===== src/hdl/mfp_pkg.sv =====
// Shared types and constants for the message frame parser.
// Used by all modules of the block; depends on nothing.
package mfp_pkg;

	localparam logic [7:0] CH_OPEN      = 8'h7B;
	localparam logic [7:0] CH_BAR       = 8'h7C;
	localparam logic [7:0] CH_CLOSE     = 8'h7D;
	localparam logic [7:0] VERSION_TYPE = 8'h7F;
	localparam int         RESPONSE_BIT = 7;

	localparam logic [3:0] PH_HUNT      = 4'd0;
	localparam logic [3:0] PH_LEN_HI    = 4'd1;
	localparam logic [3:0] PH_LEN_LO    = 4'd2;
	localparam logic [3:0] PH_SEP       = 4'd3;
	localparam logic [3:0] PH_TYPE      = 4'd4;
	localparam logic [3:0] PH_TAG       = 4'd5;
	localparam logic [3:0] PH_RET       = 4'd6;
	localparam logic [3:0] PH_DATA      = 4'd7;
	localparam logic [3:0] PH_TERM      = 4'd8;
	localparam logic [3:0] PH_SKIP_TYPE = 4'd9;
	localparam logic [3:0] PH_SKIP_TAG  = 4'd10;

	localparam logic [2:0] KIND_HEADER   = 3'd0;
	localparam logic [2:0] KIND_PAYLOAD  = 3'd1;
	localparam logic [2:0] KIND_GOOD     = 3'd2;
	localparam logic [2:0] KIND_BAD_SEP  = 3'd3;
	localparam logic [2:0] KIND_BAD_TERM = 3'd4;
	localparam logic [2:0] KIND_BLOCKED  = 3'd5;

	localparam int          ADDR_W          = 3;
	localparam logic        REG_STRICT      = 1'b0;
	localparam logic        REG_MATCHED     = 1'b1;

	typedef struct packed {
		logic [2:0]  kind;
		logic [7:0]  msg_type;
		logic [7:0]  request_tag;
		logic [7:0]  return_code;
		logic [15:0] payload_length;
		logic [7:0]  data_byte;
	} result_t;

	typedef struct packed {
		logic strict_versions;
		logic versions_matched;
	} cfg_t;

endpackage


===== src/hdl/mfp_cfg_regs.sv =====
// APB register file: strict_versions at 0x0, versions_matched at 0x4.
// Depends on mfp_pkg.
module mfp_cfg_regs (
	input  logic                       clk,
	input  logic                       arst_n,
	input  logic                       psel,
	input  logic                       penable,
	input  logic                       pwrite,
	input  logic [mfp_pkg::ADDR_W-1:0] paddr,
	input  logic [31:0]                pwdata,
	output logic [31:0]                prdata,
	output logic                       pready,
	output mfp_pkg::cfg_t              cfg
);

	logic strict_q;
	logic matched_q;
	logic wr_en;
	logic aligned;

	assign pready  = 1'b1;
	assign aligned = (paddr[1:0] == 2'b00);
	assign wr_en   = psel & penable & pwrite & aligned;

	always_ff @(posedge clk or negedge arst_n) begin
		if (!arst_n) begin
			strict_q  <= 1'b1;
			matched_q <= 1'b0;
		end else if (wr_en) begin
			case (paddr[2])
				mfp_pkg::REG_STRICT:  strict_q  <= pwdata[0];
				mfp_pkg::REG_MATCHED: matched_q <= pwdata[0];
				default: ;
			endcase
		end
	end

	always_comb begin
		prdata = 32'd0;
		if (aligned) begin
			case (paddr[2])
				mfp_pkg::REG_STRICT:  prdata = {31'd0, strict_q};
				mfp_pkg::REG_MATCHED: prdata = {31'd0, matched_q};
				default:              prdata = 32'd0;
			endcase
		end
	end

	assign cfg.strict_versions  = strict_q;
	assign cfg.versions_matched = matched_q;

endmodule


===== src/hdl/mfp_parse.sv =====
// Frame parser state machine: one received word per accept, at most one result.
// Depends on mfp_pkg.
module mfp_parse (
	input  logic             clk,
	input  logic             arst_n,
	input  logic             accept,
	input  logic [7:0]       rx_byte,
	input  mfp_pkg::cfg_t    cfg,
	output logic             res_valid,
	output mfp_pkg::result_t res
);

	logic [3:0]  phase_q, phase_n;
	logic [7:0]  len_hi_q, len_hi_n;
	logic [15:0] remaining_q, remaining_n;
	logic [15:0] length_q, length_n;
	logic [7:0]  type_q, type_n;
	logic [7:0]  tag_q, tag_n;
	logic [7:0]  ret_q, ret_n;
	logic [2:0]  kind;
	logic [7:0]  data;
	logic        blocked;

	assign blocked = cfg.strict_versions & ~cfg.versions_matched
		& (type_q != mfp_pkg::VERSION_TYPE);

	always_comb begin
		phase_n     = phase_q;
		len_hi_n    = len_hi_q;
		remaining_n = remaining_q;
		length_n    = length_q;
		type_n      = type_q;
		tag_n       = tag_q;
		ret_n       = ret_q;
		res_valid   = 1'b0;
		kind        = mfp_pkg::KIND_HEADER;
		data        = 8'd0;
		case (phase_q)
			mfp_pkg::PH_LEN_HI: begin
				len_hi_n = rx_byte;
				phase_n  = mfp_pkg::PH_LEN_LO;
			end
			mfp_pkg::PH_LEN_LO: begin
				length_n    = {len_hi_q, rx_byte};
				remaining_n = {len_hi_q, rx_byte};
				phase_n     = mfp_pkg::PH_SEP;
			end
			mfp_pkg::PH_SEP: begin
				phase_n = (rx_byte == mfp_pkg::CH_BAR) ? mfp_pkg::PH_TYPE
					: mfp_pkg::PH_SKIP_TYPE;
			end
			mfp_pkg::PH_TYPE: begin
				type_n  = rx_byte;
				phase_n = mfp_pkg::PH_TAG;
			end
			mfp_pkg::PH_SKIP_TYPE: begin
				type_n  = rx_byte;
				phase_n = mfp_pkg::PH_SKIP_TAG;
			end
			mfp_pkg::PH_SKIP_TAG: begin
				tag_n     = rx_byte;
				ret_n     = 8'd0;
				res_valid = 1'b1;
				kind      = mfp_pkg::KIND_BAD_SEP;
				phase_n   = mfp_pkg::PH_HUNT;
			end
			mfp_pkg::PH_TAG, mfp_pkg::PH_RET: begin
				if (phase_q == mfp_pkg::PH_TAG) begin
					tag_n = rx_byte;
					ret_n = 8'd0;
				end else begin
					ret_n = rx_byte;
				end
				if (phase_q == mfp_pkg::PH_TAG && type_q[mfp_pkg::RESPONSE_BIT]) begin
					phase_n = mfp_pkg::PH_RET;
				end else if (blocked) begin
					res_valid = 1'b1;
					kind      = mfp_pkg::KIND_BLOCKED;
					phase_n   = mfp_pkg::PH_HUNT;
				end else begin
					res_valid = 1'b1;
					kind      = mfp_pkg::KIND_HEADER;
					phase_n   = (remaining_q != 16'd0) ? mfp_pkg::PH_DATA
						: mfp_pkg::PH_TERM;
				end
			end
			mfp_pkg::PH_DATA: begin
				res_valid   = 1'b1;
				kind        = mfp_pkg::KIND_PAYLOAD;
				data        = rx_byte;
				remaining_n = remaining_q - 16'd1;
				if (remaining_q == 16'd1) begin
					phase_n = mfp_pkg::PH_TERM;
				end
			end
			mfp_pkg::PH_TERM: begin
				res_valid = 1'b1;
				kind      = (rx_byte == mfp_pkg::CH_CLOSE) ? mfp_pkg::KIND_GOOD
					: mfp_pkg::KIND_BAD_TERM;
				phase_n   = mfp_pkg::PH_HUNT;
			end
			default: begin
				phase_n = (rx_byte == mfp_pkg::CH_OPEN) ? mfp_pkg::PH_LEN_HI
					: mfp_pkg::PH_HUNT;
			end
		endcase
	end

	assign res.kind           = kind;
	assign res.msg_type       = type_n;
	assign res.request_tag    = tag_n;
	assign res.return_code    = ret_n;
	assign res.payload_length = length_n;
	assign res.data_byte      = data;

	always_ff @(posedge clk or negedge arst_n) begin
		if (!arst_n) begin
			phase_q     <= mfp_pkg::PH_HUNT;
			len_hi_q    <= 8'd0;
			remaining_q <= 16'd0;
			length_q    <= 16'd0;
			type_q      <= 8'd0;
			tag_q       <= 8'd0;
			ret_q       <= 8'd0;
		end else if (accept) begin
			phase_q     <= phase_n;
			len_hi_q    <= len_hi_n;
			remaining_q <= remaining_n;
			length_q    <= length_n;
			type_q      <= type_n;
			tag_q       <= tag_n;
			ret_q       <= ret_n;
		end
	end

endmodule


===== src/hdl/mfp_out_buf.sv =====
// Two-entry result register with skid slot; stall toward the input is registered.
// Depends on mfp_pkg.
module mfp_out_buf (
	input  logic             clk,
	input  logic             arst_n,
	input  logic             push,
	input  mfp_pkg::result_t push_data,
	output logic             full,
	output logic             out_valid,
	input  logic             out_stall,
	output mfp_pkg::result_t head
);

	logic [1:0]       count_q;
	mfp_pkg::result_t slot0_q;
	mfp_pkg::result_t slot1_q;
	logic             pop;
	logic             wr0;
	logic             wr1;
	logic             shift;

	assign out_valid = (count_q != 2'd0);
	assign full      = (count_q == 2'd2);
	assign pop       = out_valid & ~out_stall;
	assign head      = slot0_q;

	assign shift = pop & (count_q == 2'd2);
	assign wr0   = push & ((count_q == 2'd0) | (pop & (count_q == 2'd1)));
	assign wr1   = push & (count_q == 2'd1) & ~pop;

	always_ff @(posedge clk or negedge arst_n) begin
		if (!arst_n) begin
			count_q <= 2'd0;
		end else begin
			count_q <= count_q + {1'b0, push} - {1'b0, pop};
		end
	end

	always_ff @(posedge clk) begin
		if (shift) begin
			slot0_q <= slot1_q;
		end else if (wr0) begin
			slot0_q <= push_data;
		end
		if (wr1) begin
			slot1_q <= push_data;
		end
	end

endmodule


===== src/hdl/message_frame_parser.sv =====
// Top level of the message frame parser: config registers, parser, result buffer.
// Depends on mfp_pkg, mfp_cfg_regs, mfp_parse, mfp_out_buf.
//
//  channel   direction  handshake          payload
//  input     in         in_valid/in_stall  rx_byte
//  result    out        out_valid/out_stall kind, msg_type, request_tag,
//                                          return_code, payload_length, data_byte
//  config    in         APB psel/penable   paddr, pwdata, prdata
//
// One word per cycle while in_stall is low; a result is registered in the result buffer before it shows.
// in_stall rises only when both result slots hold words not yet taken.
// Reset puts the parser in hunting, strict_versions to 1, versions_matched to 0.
module message_frame_parser (
	input  logic                       clk,
	input  logic                       arst_n,
	input  logic                       in_valid,
	output logic                       in_stall,
	input  logic [7:0]                 rx_byte,
	output logic                       out_valid,
	input  logic                       out_stall,
	output logic [2:0]                 kind,
	output logic [7:0]                 msg_type,
	output logic [7:0]                 request_tag,
	output logic [7:0]                 return_code,
	output logic [15:0]                payload_length,
	output logic [7:0]                 data_byte,
	input  logic                       psel,
	input  logic                       penable,
	input  logic                       pwrite,
	input  logic [mfp_pkg::ADDR_W-1:0] paddr,
	input  logic [31:0]                pwdata,
	output logic [31:0]                prdata,
	output logic                       pready
);

	mfp_pkg::cfg_t    cfg;
	mfp_pkg::result_t res;
	mfp_pkg::result_t head;
	logic             res_valid;
	logic             accept;
	logic             full;

	assign in_stall = full;
	assign accept   = in_valid & ~full;

	mfp_cfg_regs u_cfg (
		.clk     (clk),
		.arst_n  (arst_n),
		.psel    (psel),
		.penable (penable),
		.pwrite  (pwrite),
		.paddr   (paddr),
		.pwdata  (pwdata),
		.prdata  (prdata),
		.pready  (pready),
		.cfg     (cfg)
	);

	mfp_parse u_parse (
		.clk       (clk),
		.arst_n    (arst_n),
		.accept    (accept),
		.rx_byte   (rx_byte),
		.cfg       (cfg),
		.res_valid (res_valid),
		.res       (res)
	);

	mfp_out_buf u_out (
		.clk       (clk),
		.arst_n    (arst_n),
		.push      (accept & res_valid),
		.push_data (res),
		.full      (full),
		.out_valid (out_valid),
		.out_stall (out_stall),
		.head      (head)
	);

	assign kind           = head.kind;
	assign msg_type       = head.msg_type;
	assign request_tag    = head.request_tag;
	assign return_code    = head.return_code;
	assign payload_length = head.payload_length;
	assign data_byte      = head.data_byte;

endmodule


===== config.mk =====
export PLATFORM = sky130hd
export DESIGN_NAME = message_frame_parser
export DESIGN_NICKNAME = d
export VERILOG_FILES = /design/src/hdl/mfp_pkg.sv /design/src/hdl/mfp_cfg_regs.sv /design/src/hdl/mfp_parse.sv /design/src/hdl/mfp_out_buf.sv /design/src/hdl/message_frame_parser.sv
export SDC_FILE = /design/constraint.sdc
export NUM_CORES = 1
export LEC_CHECK = 0
export BUFFER_PORTS_ARGS = -buffer_cell sky130_fd_sc_hd__buf_2
export CAP_MARGIN = 20
export CORE_MARGIN = 2
export CORE_UTILIZATION = 30
export DETAILED_ROUTE_END_ITERATION = 12
export HOLD_SLACK_MARGIN = 0.03
export PLACE_DENSITY_LB_ADDON = 0.12
export SKIP_CTS_REPAIR_TIMING = 1
export SYNTH_ARGS = -nofsm -noshare
export SYNTH_HDL_FRONTEND = slang
export SYNTH_SLANG_ARGS = --single-unit

===== constraint.sdc =====
create_clock -name clk -period 12.1 [get_ports clk]
set_clock_uncertainty 0.2 [all_clocks]
set_input_delay 1.815 -clock clk [delete_from_list [all_inputs] [get_ports clk]]
set_output_delay 1.815 -clock clk [all_outputs]
set_load 0.03 [all_outputs]

==> results.json <==
{
  "outcome": "completed",
  "async_flop_share": 0.414,
  "finish.utilization": 0.353,
  "slew_violations": 0,
  "cts_tree": "built",
  "initial_core_util": 0.306,
  "avgRoutedWirePerCell_um": 17.0,
  "portBuffers": 72,
  "detail-route-antenna-nets": 0,
  "gr-total-overflow": 0,
  "cts_buffers": 17,
  "drt_iter0_drc": 224,
  "n_antenna_cell": 0,
  "pwr-share-clk": 0.256,
  "hp-class": "reg2reg",
  "grt_pass1_vias": 5165,
  "vias_per_cell": 4.69,
  "grt_setup_unrepaired": "no",
  "p_per_area_mw_per_mm2": 242,
  "vias": 5232,
  "core_area_mm2": 0.0261,
  "die_area_mm2": 0.0279,
  "fillers": 2627,
  "hpwl_mm": 11.6,
  "path_clk_slew_ns": 0.07,
  "cp_max_fo": 31,
  "h-tree-depth": 4,
  "p_int_uw": 1410,
  "synth_cell_types": 55,
  "p_sw_frac": 0.366,
  "seqPwrFrac": 0.426,
  "areaGrowthSynthToFinish_pct": 15.4,
  "instances_no_fill": 1116,
  "drc_errors": 0,
  "cts_root_buf": "clkbuf_16",
  "period_minus_slack_ns": 4.51,
  "seq_area_mm2": 0.00487,
  "track_usage": 0.138,
  "first_pass_iters": 5,
  "total_power_uw": 2220,
  "rrSetupSlack_ns": 8.42,
  "cts.path.max_buffers": 2,
  "ys_ff_latch": 174,
  "globalplace.congestion": 0.800,
  "placed_cell_area_mm2": 0.00854,
  "max_cap_violations": 0,
  "worstPathCellList": "buf_2, and2_1, o21ai_0, o21ai_4, buf_4",
  "switchingPower_uw": 813,
  "multiInputGateArea_mm2": 0.00267,
  "io_pins": 136,
  "layout_commonest_cell": "edfxtp_1",
  "cp-end-kind": "flip-flop",
  "final_area_mm2": 0.00919,
  "max_slew_margin": 0.335,
  "grt_max_degree": 87,
  "fin_crit_sh": 0.373,
  "grt_pass1_wl_mm": 29.8,
  "p_leak_uw": 0.00387,
  "avgSynthCellArea_um2": 11.3,
  "crit_path_top_delay_cell": "o21ai_4",
  "synthesis.instances": 707,
  "fmaxAchievable_mhz": 222,
  "layout_common_cells": "edfxtp_1, buf_2, dfrtp_1, a21oi_1",
  "final_hold_viol_count": 0,
  "setup_tns_ns": 0,
  "drive_gt1_frac": 0.187,
  "die_h_um": 167,
  "critical_path_required_ns": 11.98,
  "vdd_drop_max_uv": 91.6,
  "fin_nets": 823,
  "dpl.cell_count": 1082,
  "synth_flop_cell": "edfxtp_1",
  "max_stage_delay_ns": 0.79,
  "synth_edf_count": 102,
  "setup_viol": 0,
  "crit_path_start_kind": "input port",
  "synth_seq_area_share": 0.611,
  "syn_area_mm2": 0.00797,
  "wirelength_mm": 19.0,
  "num_rows": 59,
  "antenna_found_initial": 0,
  "clock-sinks": 174,
  "insertion_delay_ns": 0.43,
  "ys_warn_count": 0,
  "crit_type": "in2reg",
  "tightest_slew_ns": 0.996,
  "dieWidth_um": 167,
  "pwr-share-comb": 0.318,
  "critPathArrivalTime_ns": 4.39
}
worst paths after layout:
kind | from | end | cells after the start
worst min-delay path | u_parse.length_q[15]$_DFFE_PN0P_ | u_parse.length_q[15]$_DFFE_PN0P_ | 2
min in group asynchronous | arst_n | u_parse.length_q[8]$_DFFE_PN0P_ | 1
max in group asynchronous | arst_n | u_parse.type_q[7]$_DFFE_PN0P_ | 3
worst max-delay path | in_valid | u_out.head[35]$_DFFE_PP_ | 5
worst max register to register | u_out.count_q[1]$_DFF_PN0_ | u_out.head[35]$_DFFE_PP_ | 5
worst min register to register | u_parse.length_q[15]$_DFFE_PN0P_ | u_parse.length_q[15]$_DFFE_PN0P_ | 2
cells in the mapped netlist (3+ instances only):
cell      number  area share
edfxtp_1     102        0.38
dfrtp_1       71        0.22
a21oi_1       60       0.038
nor2_1        60       0.028
o21ai_0       60       0.038
nand2_1       59       0.028
inv_1         49       0.023
mux2i_1       40       0.050
buf_4         32       0.030
clkbuf_1      27       0.013
mux2_2        21       0.030
o22ai_1       12      0.0094
a22oi_1       11       0.010
nand3_1        9      0.0057
nor3_1         9      0.0057
and2_1         8      0.0063
nand2b_1       6      0.0047
nor2b_1        6      0.0047
buf_2          5      0.0031
nor4_1         5      0.0039
ha_1           4      0.0063
nand4_1        4      0.0031
nor3b_1        4      0.0038
a31oi_1        3      0.0024
buf_1          3      0.0014
or2_2          3      0.0024
layout make-up:
type	count	area share
Multi-Input combinational cell	446	0.291
Clock inverter	10	0.0151
Sequential cell	174	0.529
Inverter	49	0.0200
Clock buffer	21	0.0501
Timing Repair Buffer	81	0.0491
Tap cell	335	0.0456
flip-flops by register name, indices dropped and copies added, names as in the netlist:
| signal | count |
|---|---|
| u_cfg.strict_q | 1 |
| u_parse.remaining_q | 16 |
| u_parse.ret_q | 8 |
| u_parse.phase_q | 4 |
| u_cfg.matched_q | 1 |
| u_out.head | 51 |
| u_parse.len_hi_q | 8 |
| u_parse.tag_q | 8 |
| u_parse.length_q | 16 |
| u_out.slot1_q | 51 |
| u_parse.type_q | 8 |
| u_out.count_q | 2 |
critical path: cells and delay by family:
family | cells | cell delay [ns]
buffers and inverters | 2 | 0.60
AO/OA/AOI/OAI | 2 | 1.27
AND/OR/NAND/NOR | 1 | 0.67
power by group through the flow:
| stage | clock [uW] | sequential [uW] | combinational (uW) |
|---|---|---|---|
| 2_1_floorplan | 0 | 1020 | 465 |
| 3_3_place_gp | 0 | 952 | 702 |
| 3_5_place_dp | 0 | 958 | 715 |
| 4_1_cts | 582 | 948 | 720 |
| 5_1_grt | 607 | 969 | 791 |
| 6_report | 569 | 947 | 706 |
through the flow:
stage	hold slack, ns	setup slack [ns]
global route	0.307	7.36
detailed placement	0.270	7.03
floorplan	0.249	5.32
finish	0.281	7.59
global placement	0.261	7.13
CTS	0.286	7.49
per-layer routing:
layer | vias to the layer above | GRT usage | part of all wire
li1 | 2564 | - | -
met2 | 114 | 0.238 | 0.49
met3 | 11 | 0.0261 | 0.032
met5 | - | 0 | 0
met1 | 2543 | 0.180 | 0.46
met4 | 0 | 0.0356 | 0.0095
cell families after synthesis:
group	share of synthesized area
other	0.000943
buffers and inverters	0.0711
AO/OA/AOI/OAI	0.116
multiplexers	0.0799
flip-flops	0.611
AND/OR/NAND/NOR	0.113
XOR/XNOR	0.00220
adder cells (fa/ha/maj)	0.00628
No activity file was read; power rests on OpenSTA's default activity.
